[config.mk]
export PLATFORM = sky130hd
export DESIGN_NAME = csmp_combine
export DESIGN_NICKNAME = d
export VERILOG_FILES = /design/src/hw/rtl/csmp_pkg.sv /design/src/hw/rtl/csmp_combine.sv
export SDC_FILE = /design/constraint.sdc
export NUM_CORES = 1
export LEC_CHECK = 0
export BUFFER_PORTS_ARGS = -buffer_cell sky130_fd_sc_hd__buf_2
export CORE_ASPECT_RATIO = 0.9
export CORE_UTILIZATION = 25
export CTS_CLUSTER_SIZE = 12
export DETAILED_ROUTE_END_ITERATION = 8
export HOLD_SLACK_MARGIN = 0.15
export MAX_ROUTING_LAYER = met4
export PLACE_DENSITY_LB_ADDON = 0.08
export SLEW_MARGIN = 10
export SYNTH_ARGS = -nofsm -noshare
export SYNTH_HDL_FRONTEND = slang
export SYNTH_SLANG_ARGS = --single-unit
[constraint.sdc]
create_clock -name clk_i -period 2.9 [get_ports clk_i]
set_clock_uncertainty 0.2 [all_clocks]
set_input_delay 0.58 -clock clk_i [delete_from_list [all_inputs] [get_ports clk_i]]
set_output_delay 0.58 -clock clk_i [all_outputs]
set_load 0.03 [all_outputs]
[src/hw/rtl/csmp_pkg.sv]
// Shared types and constants of the chroma subsampler.
package csmp_pkg;

  localparam int unsigned MaxWidthDef  = 4096;
  localparam int unsigned MaxHeightDef = 4096;

  localparam int unsigned CfgIdxW  = 3;
  localparam int unsigned CfgDataW = 13;
  localparam int unsigned SumW     = 9;   // horizontal pair sum
  localparam int unsigned ChromaW  = 10;  // chroma out, two fraction bits
  localparam int unsigned BufW     = 2 * SumW;

  typedef enum logic [CfgIdxW-1:0] {
    CFG_IMAGE_WIDTH  = 3'd0,
    CFG_IMAGE_HEIGHT = 3'd1,
    CFG_FACTOR_H     = 3'd2,
    CFG_FACTOR_V     = 3'd3,
    CFG_MEAN_MODE    = 3'd4
  } cfg_idx_e;

  typedef struct packed {
    logic fh2;
    logic fv2;
    logic mean;
  } mode_t;

  // One pixel between the front stage and the combine stage.
  typedef struct packed {
    logic [7:0]      luma;
    logic [SumW-1:0] hcb;
    logic [SumW-1:0] hcr;
    logic            chroma_valid;
    logic            use_upper;   // block closes on the lower row
    logic            pair_mean;   // horizontal value is a sum of two
    logic            mean;
    logic            eoi;
  } item_t;

endpackage

[src/hw/rtl/csmp_combine.sv]
// Combine stage: vertical merge, scaling to two fraction bits, output register.
module csmp_combine (
  input  logic                         clk_i,
  input  logic                         rst_ni,
  input  logic                         in_valid_i,
  output logic                         in_ready_o,
  input  csmp_pkg::item_t              item_i,
  input  logic [csmp_pkg::BufW-1:0]    rdata_i,
  output logic                         out_valid_o,
  input  logic                         out_ready_i,
  output logic [7:0]                   luma_o,
  output logic                         chroma_valid_o,
  output logic [csmp_pkg::ChromaW-1:0] cb_o,
  output logic [csmp_pkg::ChromaW-1:0] cr_o,
  output logic                         eoi_o
);
  import csmp_pkg::*;

  item_t              s1_q;
  logic               s1_valid_q, s1_valid_d;
  logic               out_valid_q, out_valid_d;
  logic               out_free, s1_adv;
  logic [7:0]         luma_q;
  logic               cv_q, eoi_q;
  logic [ChromaW-1:0] cb_q, cr_q, cb_d, cr_d;
  logic [SumW:0]      tcb, tcr;
  logic [1:0]         sh;

  assign out_free   = !out_valid_q || out_ready_i;
  assign s1_adv     = s1_valid_q && out_free;
  assign in_ready_o = !s1_valid_q || out_free;

  always_comb begin
    tcb = {1'b0, s1_q.hcb};
    tcr = {1'b0, s1_q.hcr};
    sh  = s1_q.pair_mean ? 2'd1 : 2'd2;
    if (s1_q.use_upper) begin
      if (s1_q.mean) begin
        tcb = {1'b0, rdata_i[SumW-1:0]} + {1'b0, s1_q.hcb};
        tcr = {1'b0, rdata_i[BufW-1:SumW]} + {1'b0, s1_q.hcr};
        sh  = s1_q.pair_mean ? 2'd0 : 2'd1;
      end else begin
        tcb = {1'b0, rdata_i[SumW-1:0]};
        tcr = {1'b0, rdata_i[BufW-1:SumW]};
        sh  = 2'd2;
      end
    end
    cb_d = s1_q.chroma_valid ? ChromaW'({2'b00, tcb} << sh) : '0;
    cr_d = s1_q.chroma_valid ? ChromaW'({2'b00, tcr} << sh) : '0;
  end

  always_comb begin
    s1_valid_d = s1_valid_q;
    if (in_valid_i && in_ready_o) begin
      s1_valid_d = 1'b1;
    end else if (s1_adv) begin
      s1_valid_d = 1'b0;
    end
    out_valid_d = out_free ? s1_valid_q : out_valid_q;
  end

  always_ff @(posedge clk_i or negedge rst_ni) begin
    if (!rst_ni) begin
      s1_valid_q  <= 1'b0;
      out_valid_q <= 1'b0;
    end else begin
      s1_valid_q  <= s1_valid_d;
      out_valid_q <= out_valid_d;
    end
  end

  always_ff @(posedge clk_i) begin
    if (in_valid_i && in_ready_o) begin
      s1_q <= item_i;
    end
    if (s1_adv) begin
      luma_q <= s1_q.luma;
      cv_q   <= s1_q.chroma_valid;
      eoi_q  <= s1_q.eoi;
      cb_q   <= cb_d;
      cr_q   <= cr_d;
    end
  end

  assign out_valid_o    = out_valid_q;
  assign luma_o         = luma_q;
  assign chroma_valid_o = cv_q;
  assign cb_o           = cb_q;
  assign cr_o           = cr_q;
  assign eoi_o          = eoi_q;

endmodule

==> Word-level counts from Yosys, hierarchy flattened <==
Index checks and enable logic that the tools add are counted.
{ "word_totals": {"inputBits": 53, "output_inout_bits": 32, "mem_bits_ro": 0, "n_memories": 0, "reg_bits": 63, "ram_bits": 0, "latch_bits": 0, "wordCells": 36} }
{ "op_classes": {"eq_ne": 0, "muxes": 10, "n_lt_le_gt_ge": 0, "div_mod_pow": 0, "n_bitwise": 0, "addsub": 2, "n_mul": 0, "n_reduce_logical": 7, "shift": 2} }
{ "op_table": {"columns": ["operator", "n"], "rows": [
  ["$mux W10", 4],
  ["$add A9 B9 Y10", 2],
  ["$shl A10 B2 Y10", 2],
  ["$mux W2", 3],
  ["$mux W1", 3],
  ["$logic_and A1 B1 Y1", 2],
  ["$logic_not A1 Y1", 2],
  ["$logic_or A1 B1 Y1", 2],
  ["$reduce_bool A2 Y1", 1]
]} }

==> Logic depth before layout (Yosys ltp) <==
{ "logic_depth": {"word_depth": 5, "depth_mapped": 9, "ltp_nobuf": 8} }

==> Least setup slack after synthesis <==
OpenSTA, ideal clock, no wires.
{ "synth_path": {"path_type": "input to register", "from": "input rdata_i[9] in the netlist's numbering", "to": "register cr_q[9], in the netlist cr_o[9], data pin", "setup_ps": 259, "t_required_ps": 2441, "arrival_time_ps": 2168, "n_path_buf": 0, "setup_slack_ps": 273, "path_stages": 8, "cell_sequence": "ha_1 -> fa_1 -> a21oi_1 -> o21ai_1 -> a31oi_1 -> xor2_1 -> nor3_1 -> o31a_1"} }
{ "synth_between": {"elab_chain_cells": 4} }
{ "synth_rtl": {"columns": ["item", "line", "source"], "rows": [
  ["start, declared", "csmp_combine.sv:8", "input logic [csmp_pkg::BufW-1:0] rdata_i,"],
  ["$add A9 B9 Y10", "csmp_combine.sv:40", "tcr = {1'b0, rdata_i[BufW-1:SumW]} + {1'b0, s1_q.hcr};"],
  ["$mux W10 (*)", "csmp_combine.sv:38", "if (s1_q.mean) begin"],
  ["$mux W10 (*)", "csmp_combine.sv:37", "if (s1_q.use_upper) begin"],
  ["$shl A10 B2 Y10 (*)", "csmp_combine.sv:49", "cr_d = s1_q.chroma_valid ? ChromaW'({2'b00, tcr} << sh) : '0;"],
  ["end signal, assigned", "csmp_combine.sv:81", "cr_q <= cr_d;"],
  ["end, declared", "csmp_combine.sv:25", "logic [ChromaW-1:0] cb_q, cr_q, cb_d, cr_d;"]
]} }
Every way passes the cells marked *; elsewhere a longest branch is shown, timed or not.
A chain may end at the register's enable or synchronous reset.

==> Worst setup path in the final report <==
{ "layout_path": {"from": "register s1_q[5] in the netlist's numbering", "to": "register cr_q[9], in the netlist cr_o[9], data pin"} }
{ "layout_between": {"elab_chain_cells": 4} }
{ "layout_rtl": {"columns": ["item", "line", "source"], "rows": [
  ["start, declared", "csmp_combine.sv:19", "item_t s1_q;"],
  ["start signal, assigned", "csmp_combine.sv:74", "s1_q <= item_i;"],
  ["$add A9 B9 Y10", "csmp_combine.sv:40", null],
  ["$mux W10", "csmp_combine.sv:38", null],
  ["$mux W10 (*)", "csmp_combine.sv:37", null],
  ["$shl A10 B2 Y10 (*)", "csmp_combine.sv:49", null]
]} }
Marked as above.

==> impl_metrics.yaml <==
final_layout:
  layout_commonest_cell: "buf_2"
  instances_no_fill: 562
  num-fill-cells: 1358
  synthToLayoutAreaGrowth_pct: 28.9
  final_cell_mix: "84 x buf_2, 61 x edfxtp_1, 31 x nor2_1"
  diodes: 0
  drive_above_1_share: 0.325
  fin_area_um2: 4410
  layout.nets: 462
global_routing:
  first_global_vias: 2573
  grt_antenna_before_repair: 0
  grt_overflow_total: 0
  grt_first_pass_wirelength_mm: 14.1
  gr-usage-all-layers: 0.139
  grt_max_degree: 31
floorplan:
  fp.dieArea_um2: 14200
  coreArea_um2: 13400
  rows: 40
  start_util: 0.256
  ioPinCount: 85
  die_h_um: 113
  die_w_um: 125
clock_network:
  cts.sink_count: 63
  cts_root_buf: "clkbuf_16"
  clkTransAtPathRegs_ps: 60
  clk_latency_ps: 340
  htreeDepth: 3
  cts_tree: "built"
  ctsLongestPathBuffers: 2
  cts-buffers-inserted: 9
synth:
  synth_edf_count: 61
  ys_ff_latch: 63
  syn_area_um2: 3420
  synth_nets: 361
  ys_async_sr_fraction: 0.0317
  syn_avg_cell_area_um2: 11.9
  synth_warnings: 0
  ys_seq_area_frac: 0.550
  syn_inst: 288
  synthDistinctLibCells: 53
  synth_flop_cell: "edfxtp_1"
placed_design:
  place_ws_ps: -33.1
  post-dp-hpwl_mm: 6.71
  numPortBuffers: 84
  dp_cells: 545
  place_area_um2: 4130
  gp_congestion: 0.787
sta:
  worst_pin_slew_ps: 559
  finalCritPeriodShare: 0.913
  slew_viol_final: 0
  post-route-min-period_ps: 2650
  layout_setup_ws_ps: 253
  rsz0062_at_grt: "false"
  finalSetupTns_ps: 0
  max_freq_mhz: 378
  hold_viol: 0
  slew_headroom: 0.628
  setup_viol: 0
critical_path:
  cp-start-kind: "flop"
  crit_arrival_ps: 2540
  cp.required_ps: 2790
  r2r_start: "s1_q[5]"
  crit_start: "s1_q[5]"
  rrSetupSlack_ps: 250
  reg2regPathDepth: 8
  regToRegEndpoint: "cr_o[9]"
  path_class: "reg -> reg"
  end_kind: "flop"
  cp_max_fo: 3
hold_path:
  holdCritStartpoint: "item_i[25]"
  holdPathEnd: "s1_q[25]"
  hold_path_depth: 1
  hp-class: "in -> reg"
detailed_routing:
  vias_per_cell: 4.76
  wirelength_mm: 9.02
  drtAntennaViolNets: 0
  wire_per_inst_um: 16.1
  first_pass_iters: 6
  drtIter0Drc: 121
  drc: 5
  dr_total_vias: 2674
run_status:
  status: "finished with violations"
  violations: "design-rule violations"
job:
  cap_violations: 0
pwr:
  power_density_nw_per_um2: 607
  leakagePower_nw: 1.75
  peakVddDrop_mv: 0.278
[where the power goes]
group,switching (W),internal (W),total [W]
registers,0.0000321,0.00109,0.00112
clock network,0.000424,0.000577,0.00100
logic,0.000350,0.000206,0.000556
total,0.000805,0.00187,0.00268
[final cells by class]
type                            count  area (um^2)  area share
Clock inverter                      7         50.0      0.0113
Multi-Input combinational cell    208         1470       0.333
Inverter                            5         18.8     0.00425
Clock buffer                        9          225      0.0510
Sequential cell                    63         1880       0.426
Tap cell                          168          210      0.0476
Timing Repair Buffer              102          558       0.126
[stage by stage]
stage	power [W]	hold WS, ps	util
6_report	0.00268	214	0.330
5_1_grt	0.00281	192	0.330
4_1_cts	0.00273	198	0.330
3_5_place_dp	0.00170	167	0.309
3_3_place_gp	0.00170	166	0.309
2_1_floorplan	0.00150	84.4	-
[kinds of logic after synthesis]
kind of cell,share of synthesized area
AO/OA/AOI/OAI,0.203
XOR/XNOR,0.0230
adder cells (fa/ha/maj),0.0775
buffers and inverters,0.0212
flip-flops,0.550
multiplexers,0.0212
AND/OR/NAND/NOR,0.105
[metal layers]
layer | track usage | up-vias | share of wire
met5 | - | - | 0
met4 | 0.0415 | 0 | 0.013
met3 | 0.0506 | 9 | 0.055
met2 | 0.208 | 66 | 0.44
met1 | 0.175 | 1262 | 0.49
li1 | - | 1337 | -
[synthesized netlist by cell type, types with 4 or more instances]
cell type / count / share of area
xor2_1: 4 / 0.010
o211ai_1: 6 / 0.013
and3_1: 4 / 0.0073
o21ai_0: 13 / 0.019
edfxtp_1: 61 / 0.54
clkbuf_1: 5 / 0.0055
buf_2: 7 / 0.010
a211oi_1: 7 / 0.015
a21oi_1: 26 / 0.038
ha_1: 18 / 0.066
nor2_1: 31 / 0.034
inv_1: 5 / 0.0055
o31ai_1: 4 / 0.0088
nand2_1: 12 / 0.013
xnor2_1: 5 / 0.013
a31oi_1: 4 / 0.0073
a21o_1: 4 / 0.0088
nor3_1: 9 / 0.013
mux2i_1: 5 / 0.015
nand2b_1: 6 / 0.011
[worst max-delay path by stage]
stage | endpoint | slack, ps | depth (start not counted)
3_3_place_gp | cr_o[9] | 20 | 9
6_report | cr_o[9] | 250 | 8
3_5_place_dp | cr_o[9] | -30 | 9
4_1_cts | cr_o[9] | 270 | 8
2_1_floorplan | cr_o[9] | 270 | 8
5_1_grt | cr_o[8] | 110 | 8
[critical path, stage by stage, from the launching register on]
cell and delay, ps:
edfxtp_1 390, ha_1 240, fa_1 440, a21oi_1 250
o21ai_1 120, a31oi_1 220, xor2_1 250, nor3_1 70
o31a_1 230
[timing repair]
action / CTS / global route
buffers inserted: 0 / 0
hold buffers: 1 / 0
gates resized for setup: 0 / 0
hold endpoints to repair: 2 / 0
[registers in the layout, indices dropped and copies added (netlist names)]
| name | cells |
|---|---|
| luma_o | 8 |
| out_valid_o | 1 |
| s1_q | 31 |
| cb_o | 10 |
| s1_valid_q | 1 |
| chroma_valid_o | 1 |
| cr_o | 10 |
| eoi_o | 1 |
(Power assumes the default switching activity.)
