===== config.mk =====
export PLATFORM = sky130hd
export DESIGN_NAME = csmp_front
export DESIGN_NICKNAME = d
export VERILOG_FILES = /design/src/hw/rtl/csmp_pkg.sv /design/src/hw/rtl/csmp_front.sv
export SDC_FILE = /design/constraint.sdc
export NUM_CORES = 1
export LEC_CHECK = 0
export BUFFER_PORTS_ARGS = -buffer_cell sky130_fd_sc_hd__buf_2
export CORE_MARGIN = 2
export CORE_UTILIZATION = 53
export DETAILED_ROUTE_END_ITERATION = 6
export GPL_ROUTABILITY_DRIVEN = 0
export PLACE_DENSITY = 0.82
export SYNTH_ARGS = -nofsm -noshare
export SYNTH_HDL_FRONTEND = slang
export SYNTH_SLANG_ARGS = --single-unit

===== constraint.sdc =====
create_clock -name clk_i -period 3.45 [get_ports clk_i]
set_input_delay 0.5175 -clock clk_i [delete_from_list [all_inputs] [get_ports clk_i]]
set_output_delay 0.5175 -clock clk_i [all_outputs]
set_load 0.01 [all_outputs]

===== src/hw/rtl/csmp_pkg.sv =====
// Shared types and constants of the chroma subsampler.
package csmp_pkg;

  localparam int unsigned MaxWidthDef  = 4096;
  localparam int unsigned MaxHeightDef = 4096;

  localparam int unsigned CfgIdxW  = 3;
  localparam int unsigned CfgDataW = 13;
  localparam int unsigned SumW     = 9;   // horizontal pair sum
  localparam int unsigned ChromaW  = 10;  // chroma out, two fraction bits
  localparam int unsigned BufW     = 2 * SumW;

  typedef enum logic [CfgIdxW-1:0] {
    CFG_IMAGE_WIDTH  = 3'd0,
    CFG_IMAGE_HEIGHT = 3'd1,
    CFG_FACTOR_H     = 3'd2,
    CFG_FACTOR_V     = 3'd3,
    CFG_MEAN_MODE    = 3'd4
  } cfg_idx_e;

  typedef struct packed {
    logic fh2;
    logic fv2;
    logic mean;
  } mode_t;

  // One pixel between the front stage and the combine stage.
  typedef struct packed {
    logic [7:0]      luma;
    logic [SumW-1:0] hcb;
    logic [SumW-1:0] hcr;
    logic            chroma_valid;
    logic            use_upper;   // block closes on the lower row
    logic            pair_mean;   // horizontal value is a sum of two
    logic            mean;
    logic            eoi;
  } item_t;

endpackage


===== src/hw/rtl/csmp_front.sv =====
// Front stage: position counters, horizontal pairing, line buffer requests.
module csmp_front #(
  parameter int unsigned MAX_WIDTH  = csmp_pkg::MaxWidthDef,
  parameter int unsigned MAX_HEIGHT = csmp_pkg::MaxHeightDef,
  localparam int unsigned CW = $clog2(MAX_WIDTH),
  localparam int unsigned RW = $clog2(MAX_HEIGHT),
  localparam int unsigned SW = $clog2(MAX_WIDTH + 1),
  localparam int unsigned HW = $clog2(MAX_HEIGHT + 1)
) (
  input  logic                      clk_i,
  input  logic                      rst_ni,
  input  logic                      accept_i,
  input  csmp_pkg::mode_t           mode_i,
  input  logic [SW-1:0]             w_eff_i,
  input  logic [HW-1:0]             h_eff_i,
  input  logic [7:0]                luma_i,
  input  logic [7:0]                cb_i,
  input  logic [7:0]                cr_i,
  output csmp_pkg::item_t           item_o,
  output logic                      buf_wr_o,
  output logic                      buf_rd_o,
  output logic [CW-1:0]             buf_addr_o,
  output logic [csmp_pkg::BufW-1:0] buf_wdata_o
);
  import csmp_pkg::*;

  logic [CW-1:0]   col_q, col_d;
  logic [RW-1:0]   row_q, row_d;
  logic [7:0]      ps_cb_q, ps_cb_d, ps_cr_q, ps_cr_d;
  logic            last_col, last_row, second, h_done, upper, lower;
  logic [SumW-1:0] hcb, hcr;

  assign last_col = (SW'(col_q) + SW'(1)) >= w_eff_i;
  assign last_row = (HW'(row_q) + HW'(1)) >= h_eff_i;
  assign second   = mode_i.fh2 && col_q[0];
  assign h_done   = !mode_i.fh2 || second || last_col;
  assign upper    = mode_i.fv2 && !row_q[0] && !last_row;
  assign lower    = mode_i.fv2 && row_q[0];

  always_comb begin
    if (second) begin
      hcb = mode_i.mean ? ({1'b0, ps_cb_q} + {1'b0, cb_i}) : {1'b0, ps_cb_q};
      hcr = mode_i.mean ? ({1'b0, ps_cr_q} + {1'b0, cr_i}) : {1'b0, ps_cr_q};
    end else begin
      hcb = {1'b0, cb_i};
      hcr = {1'b0, cr_i};
    end
  end

  assign buf_wr_o    = accept_i && h_done && upper;
  assign buf_rd_o    = accept_i && h_done && lower;
  assign buf_addr_o  = col_q;
  assign buf_wdata_o = {hcr, hcb};

  always_comb begin
    item_o.luma         = luma_i;
    item_o.hcb          = hcb;
    item_o.hcr          = hcr;
    item_o.chroma_valid = h_done && !upper;
    item_o.use_upper    = lower;
    item_o.pair_mean    = mode_i.mean && second;
    item_o.mean         = mode_i.mean;
    item_o.eoi          = last_col && last_row;
  end

  always_comb begin
    col_d   = col_q;
    row_d   = row_q;
    ps_cb_d = ps_cb_q;
    ps_cr_d = ps_cr_q;
    if (accept_i) begin
      if (!second) begin
        ps_cb_d = cb_i;
        ps_cr_d = cr_i;
      end
      if (last_col) begin
        col_d = '0;
        row_d = last_row ? '0 : row_q + RW'(1);
      end else begin
        col_d = col_q + CW'(1);
      end
    end
  end

  always_ff @(posedge clk_i or negedge rst_ni) begin
    if (!rst_ni) begin
      col_q   <= '0;
      row_q   <= '0;
      ps_cb_q <= '0;
      ps_cr_q <= '0;
    end else begin
      col_q   <= col_d;
      row_q   <= row_d;
      ps_cb_q <= ps_cb_d;
      ps_cr_q <= ps_cr_d;
    end
  end

  // With a single-row image every pixel is on the last row.
  assert property (@(posedge clk_i) disable iff (!rst_ni)
    (accept_i && h_eff_i == HW'(1)) |=> (row_q == '0))
    else $error("row counter left zero on a one-row image");

endmodule


---- Yosys cells after proc, flatten, opt, wreduce, memory -nomap -nowiden ----
Cells that the tools add are included.
word-level totals
  output and inout bits ................... 63
  register bits ........................... 40
  logic and storage cells ................. 37
  input port bits ......................... 56
cells by class
  add/subtract/negate cells ............... 6
  bitwise gates (word level) .............. 1
  magnitude comparators ................... 2
  multiplexer cells ....................... 6
  reduce and logical (&&, ||, !) cells .... 18
operators with widths
  kind                                                              number
  9-bit 2-to-1 mux                                                  4
  12-bit by 1-bit adder with 13-bit output (second input constant)  2
  13-bit greater-or-equal comparator                                2
  12-bit by 1-bit adder with 12-bit output (second input constant)  2
  12-bit 2-to-1 mux                                                 2
  8-bit by 8-bit adder with 9-bit output                            2
  1-bit logical AND                                                 10
  1-bit zero test                                                   4
  2-bit AND reduction                                               2
  1-bit logical OR                                                  2
  1-bit NOT                                                         1

---- Logic depth before layout (Yosys ltp) ----
  depth in word-level cells ............... 6
  gate-level depth with buffers ........... 14
  depth with buffers taken out ............ 13

---- Least setup slack after synthesis ----
OpenSTA, ideal clock, no wires.
  path kind ............................... register -> output
  start point ............................. reg row_q[0]
  end point ............................... out item_o[4] (netlist name)
  slack ................................... 260 ps
  cell stages (with the launch flop) ...... 15
  data arrival time ....................... 2,673 ps
  buffers on the path ..................... 1
  data required time ...................... 2,932 ps
  cell sequence ........................... dfrtp_1 ha_1 nand3_2 nor2_2 nand3_2 nor2_1 xor2_1 ha_1 nand2_1 nor2_1 nand2_1 o21ai_1 buf_2 nor2_1 a21boi_0
RTL lines
  item                    line              source
  start, declared         csmp_front.sv:28  logic [RW-1:0] row_q, row_d;
  start signal, assigned  csmp_front.sv:93  row_q <= row_d;
  end, declared           csmp_front.sv:19  output csmp_pkg::item_t item_o,

---- Final worst setup path ----
  start point ............................. reg col_q[0] (netlist: buf_addr_o[0])
  end point ............................... out buf_rd_o
on the way
  cells in the longest elaborated chain, start to end .. 5
  elaborated cells on any way between the ends .. 7
  those cells by class .................... 1 x add/sub; 1 x order compare; 5 x reduce/logical
RTL lines
  item                                                                                  line                                source
  start, declared                                                                       csmp_front.sv:27                    logic [CW-1:0] col_q, col_d;
  start signal, assigned                                                                csmp_front.sv:92                    col_q <= col_d;
  12-bit by 1-bit adder with 13-bit output / 1-bit logical AND (equally long branches)  csmp_front.sv:33, csmp_front.sv:35
  13-bit greater-or-equal comparator / 1-bit logical OR (equally long branches)         csmp_front.sv:33, csmp_front.sv:36
  1-bit logical OR *                                                                    csmp_front.sv:36                    assign h_done = !mode_i.fh2 || second || last_col;
  1-bit logical AND * (2 in series)                                                     csmp_front.sv:51                    assign buf_rd_o = accept_i && h_done && lower;
  end, declared                                                                         csmp_front.sv:21                    output logic buf_rd_o,
Mark *: on every way between the ends. The rest lies on a longest branch, timed or not.

==> metrics.yaml <==
drt:
  ant_nets: 0
  drc: 0
  drt-total-wl_mm: 8.93
  vias: 3475
  drt_iter0_markers: 83
  dr.pass1.iters: 5
  wire_per_inst_um: 13.9
  vias_per_cell: 5.43
setup_path:
  crit_chain: "ha_1, and3_1, nand3_1, xnor2_1, ha_1, a21oi_1, o21ai_1, a221oi_4, nand3b_2, and4_1, buf_2"
  crit-reg2reg-launch: "row_q[0]$_DFFE_PN0P_"
  crit_path_end_kind: "primary output"
  crit_top_cell: "ha_1"
  crit_required_ps: 2930
  crit_start: "buf_addr_o[0]$_DFFE_PN0P_"
  crit_path_top_delay_cell: "dfrtp_2"
  worstPathArrival_ps: 2790
  startpoint_type: "flop"
  critPathMaxStageDelay_ps: 460
  crit_path_max_fanout: 6
  critPathKind: "reg2out"
yosys:
  synth_cell_type_count: 47
  synth-edff-count: 0
  syn_inst: 461
  ys_seq_area_share_pct: 25.4
  synth.avg_cell_area_um2: 8.55
  ys_seq_elements: 40
  synthArstFlopShare_pct: 100
  synth_top_flop_cell: "dfrtp_1"
  ys_warn_count: 0
  syn_area_mm2: 0.00394
  syn_nets: 564
sta:
  fin_crit_sh_pct: 96.0
  hold_slack_ps: 377
  max_slew_margin_pct: 36.7
  fin_crit_ps: 3310
  finClkSkew_ps: 7.93
  hold_viol: 0
  slew_violations: 0
  finalSetupViolations: 0
  max_freq_mhz: 302
  worst_slew_pin_slew_ps: 950
clocking:
  clock_latency_ps: 290
  cts.clk_slew.worst_paths_ps: 80
  clock_sinks: 40
  cts_buffers: 5
  cts_max_path_buffers: 2
  cts-root-buf: "clkbuf_8"
  cts_tree: "done"
  hold_buffers: 0
  htree_levels: 2
floorplan:
  core_region_area_mm2: 0.00721
  rows: 31
  start_util_pct: 54.6
  die_area_mm2: 0.00814
  fp.dieH_um: 90.2
  boundaryPins: 119
  die_w_um: 90.2
placed_design:
  dp_hpwl_mm: 6.70
  place_area_mm2: 0.00433
  io_buffers: 102
  dp.cells: 625
power:
  vdd_drop_max_mv: 0.297
  finalPower_mw: 2.09
  p_leak_nw: 2.33
  power_density_mw_per_mm2: 457
global_routing:
  antenna_found_initial: 0
  grt_pass1_vias: 3223
  grt_usage_pct: 21.0
  grt_pass1_wl_mm: 14.4
  grt.overflow.total: 0
  grt_max_degree: 41
run:
  drv_cap: 0
finish:
  drive_gt1_share_pct: 30.1
  final_cells: 640
  syn_to_final_growth_pct: 15.8
  antenna_cells: 0
  design_area_mm2: 0.00456
  nets: 643
run_status:
  status: "finished clean"
worst_hold_path:
  hp-class: "in2async"
-- where the power goes --
part           switching (mW)  leakage [nW]  internal, mW
Sequential              0.129         0.489         0.565
Combinational           0.563          1.80         0.500
Clock                   0.165        0.0455         0.163
-- path summary, 6_finish.rpt --
kind	end	slack, ps	cells past startpoint
setup / recovery	buf_rd_o	140	11
hold reg to reg	ps_cb_q[0]$_DFFE_PN0P_	540	1
hold / removal	ps_cb_q[7]$_DFFE_PN0P_	380	1
max in group asynchronous	row_q[1]$_DFFE_PN0P_	2430	1
setup reg to reg	row_q[8]$_DFFE_PN0P_	660	13
min in group clk_i	ps_cb_q[1]$_DFFE_PN0P_	480	3
-- cells by family (layout without fill, tap and decap cells) --
family / count (synthesis) / after routing / share of synthesized area [%]
and+or+nand+nor: 130 / 130 / 17.5
AOI/OAI and AO/OA: 97 / 97 / 16.0
buffers and inverters: 90 / 170 / 11.7
adders and majority gates: 47 / 47 / 15.3
DFF: 40 / 40 / 25.4
xor gates and xnor gates: 29 / 29 / 6.45
muxes: 28 / 28 / 7.59
-- flip-flops by register name, indices dropped and copies added (netlist names) --
register / count
buf_addr_o: 12
ps_cb_q: 8
ps_cr_q: 8
row_q: 12
-- worst max-delay path: cells and delay by family, from the launching register on --
family                   cells  cell delay (ps)
buffers and inverters        1              130
adder cells (fa/ha/maj)      2              510
AND/OR/NAND/NOR              4              680
flip-flops                   1              460
AO/OA/AOI/OAI                3              560
XOR/XNOR                     1              160
-- layout make-up --
cell class              count  area, µm²
clock buffers               8       90.1
fillers                   624       2650
inverters                  47        176
multi-input cells         331       2550
flip-flops and latches     40       1010
well taps                  99        124
repair buffers            115        612
-- repair_timing --
item	in CTS	in global routing
gates resized for setup	4	17
endpoints found under the setup margin	2	4
endpoints found under the hold margin	0	0
setup buffers	0	7
cloned	0	0
pin swaps	0	3
-- synthesized netlist by cell type (2+ instances only) --
| library cell | number | share of area (%) |
|---|---|---|
| ha_1 | 45 | 14 |
| nor2_1 | 22 | 2.1 |
| o21ai_1 | 4 | 0.51 |
| mux2_2 | 15 | 4.3 |
| inv_1 | 47 | 4.5 |
| and3_1 | 3 | 0.48 |
| a2111oi_0 | 2 | 0.44 |
| nor3b_1 | 7 | 1.3 |
| a21boi_0 | 2 | 0.38 |
| nor3_1 | 9 | 1.1 |
| a31oi_1 | 4 | 0.64 |
| o21a_1 | 4 | 0.76 |
| a21oi_1 | 19 | 2.4 |
| o21bai_1 | 5 | 0.95 |
| fa_1 | 2 | 1.0 |
| nand3_2 | 2 | 0.51 |
| xor2_1 | 10 | 2.2 |
| xnor2_1 | 19 | 4.2 |
| buf_4 | 29 | 5.5 |
| clkbuf_1 | 7 | 0.67 |
| o21ai_2 | 2 | 0.44 |
| nand3_1 | 17 | 2.2 |
| buf_2 | 6 | 0.76 |
| and4_1 | 5 | 1.1 |
| a221o_1 | 3 | 0.76 |
| a22o_1 | 6 | 1.3 |
| nand2_1 | 37 | 3.5 |
| nand2b_1 | 6 | 0.95 |
| a211o_1 | 2 | 0.44 |
| dfrtp_1 | 40 | 25 |
| nand3b_1 | 2 | 0.38 |
| and2_1 | 4 | 0.64 |
| nand4_1 | 7 | 1.1 |
| mux2i_1 | 13 | 3.3 |
| a21o_1 | 4 | 0.76 |
| o21ai_0 | 36 | 4.6 |
| nor2b_1 | 4 | 0.64 |
-- cell usage in the layout (no fill, tap or decap), drive strengths merged, types with 5 or more instances in the layout --
cell type / count
a21oi: 19
a22o: 7
a31oi: 5
and4: 6
buf: 115
clkbuf: 8
dfrtp: 40
ha: 45
inv: 47
mux2: 15
mux2i: 13
nand2: 37
nand2b: 6
nand3: 19
nand4: 7
nor2: 24
nor3: 10
nor3b: 7
o21ai: 42
o21bai: 5
xnor2: 19
xor2: 10
-- through the flow --
step / setup slack, ps / setup TNS (ps) / utilization, %
finish: 138 / 0 / 63.2
global route: -43.3 / -75.7 / 63.2
CTS: 6.24 / 0 / 61.5
detailed placement: 270 / 0 / 60.1
global placement: 403 / 0 / 60.1
floorplan: 260 / 0 / -
-- metal layers --
metal  GRT usage [%]  vias up  part of all wire [%]
met5               0        -                     0
met4            4.23        0                  0.67
met3            3.35        7                   5.7
met2            38.3      109                    52
met1            26.1     1634                    42
li1                -     1725                     -
Note: power is estimated with default switching activity, not from simulation.
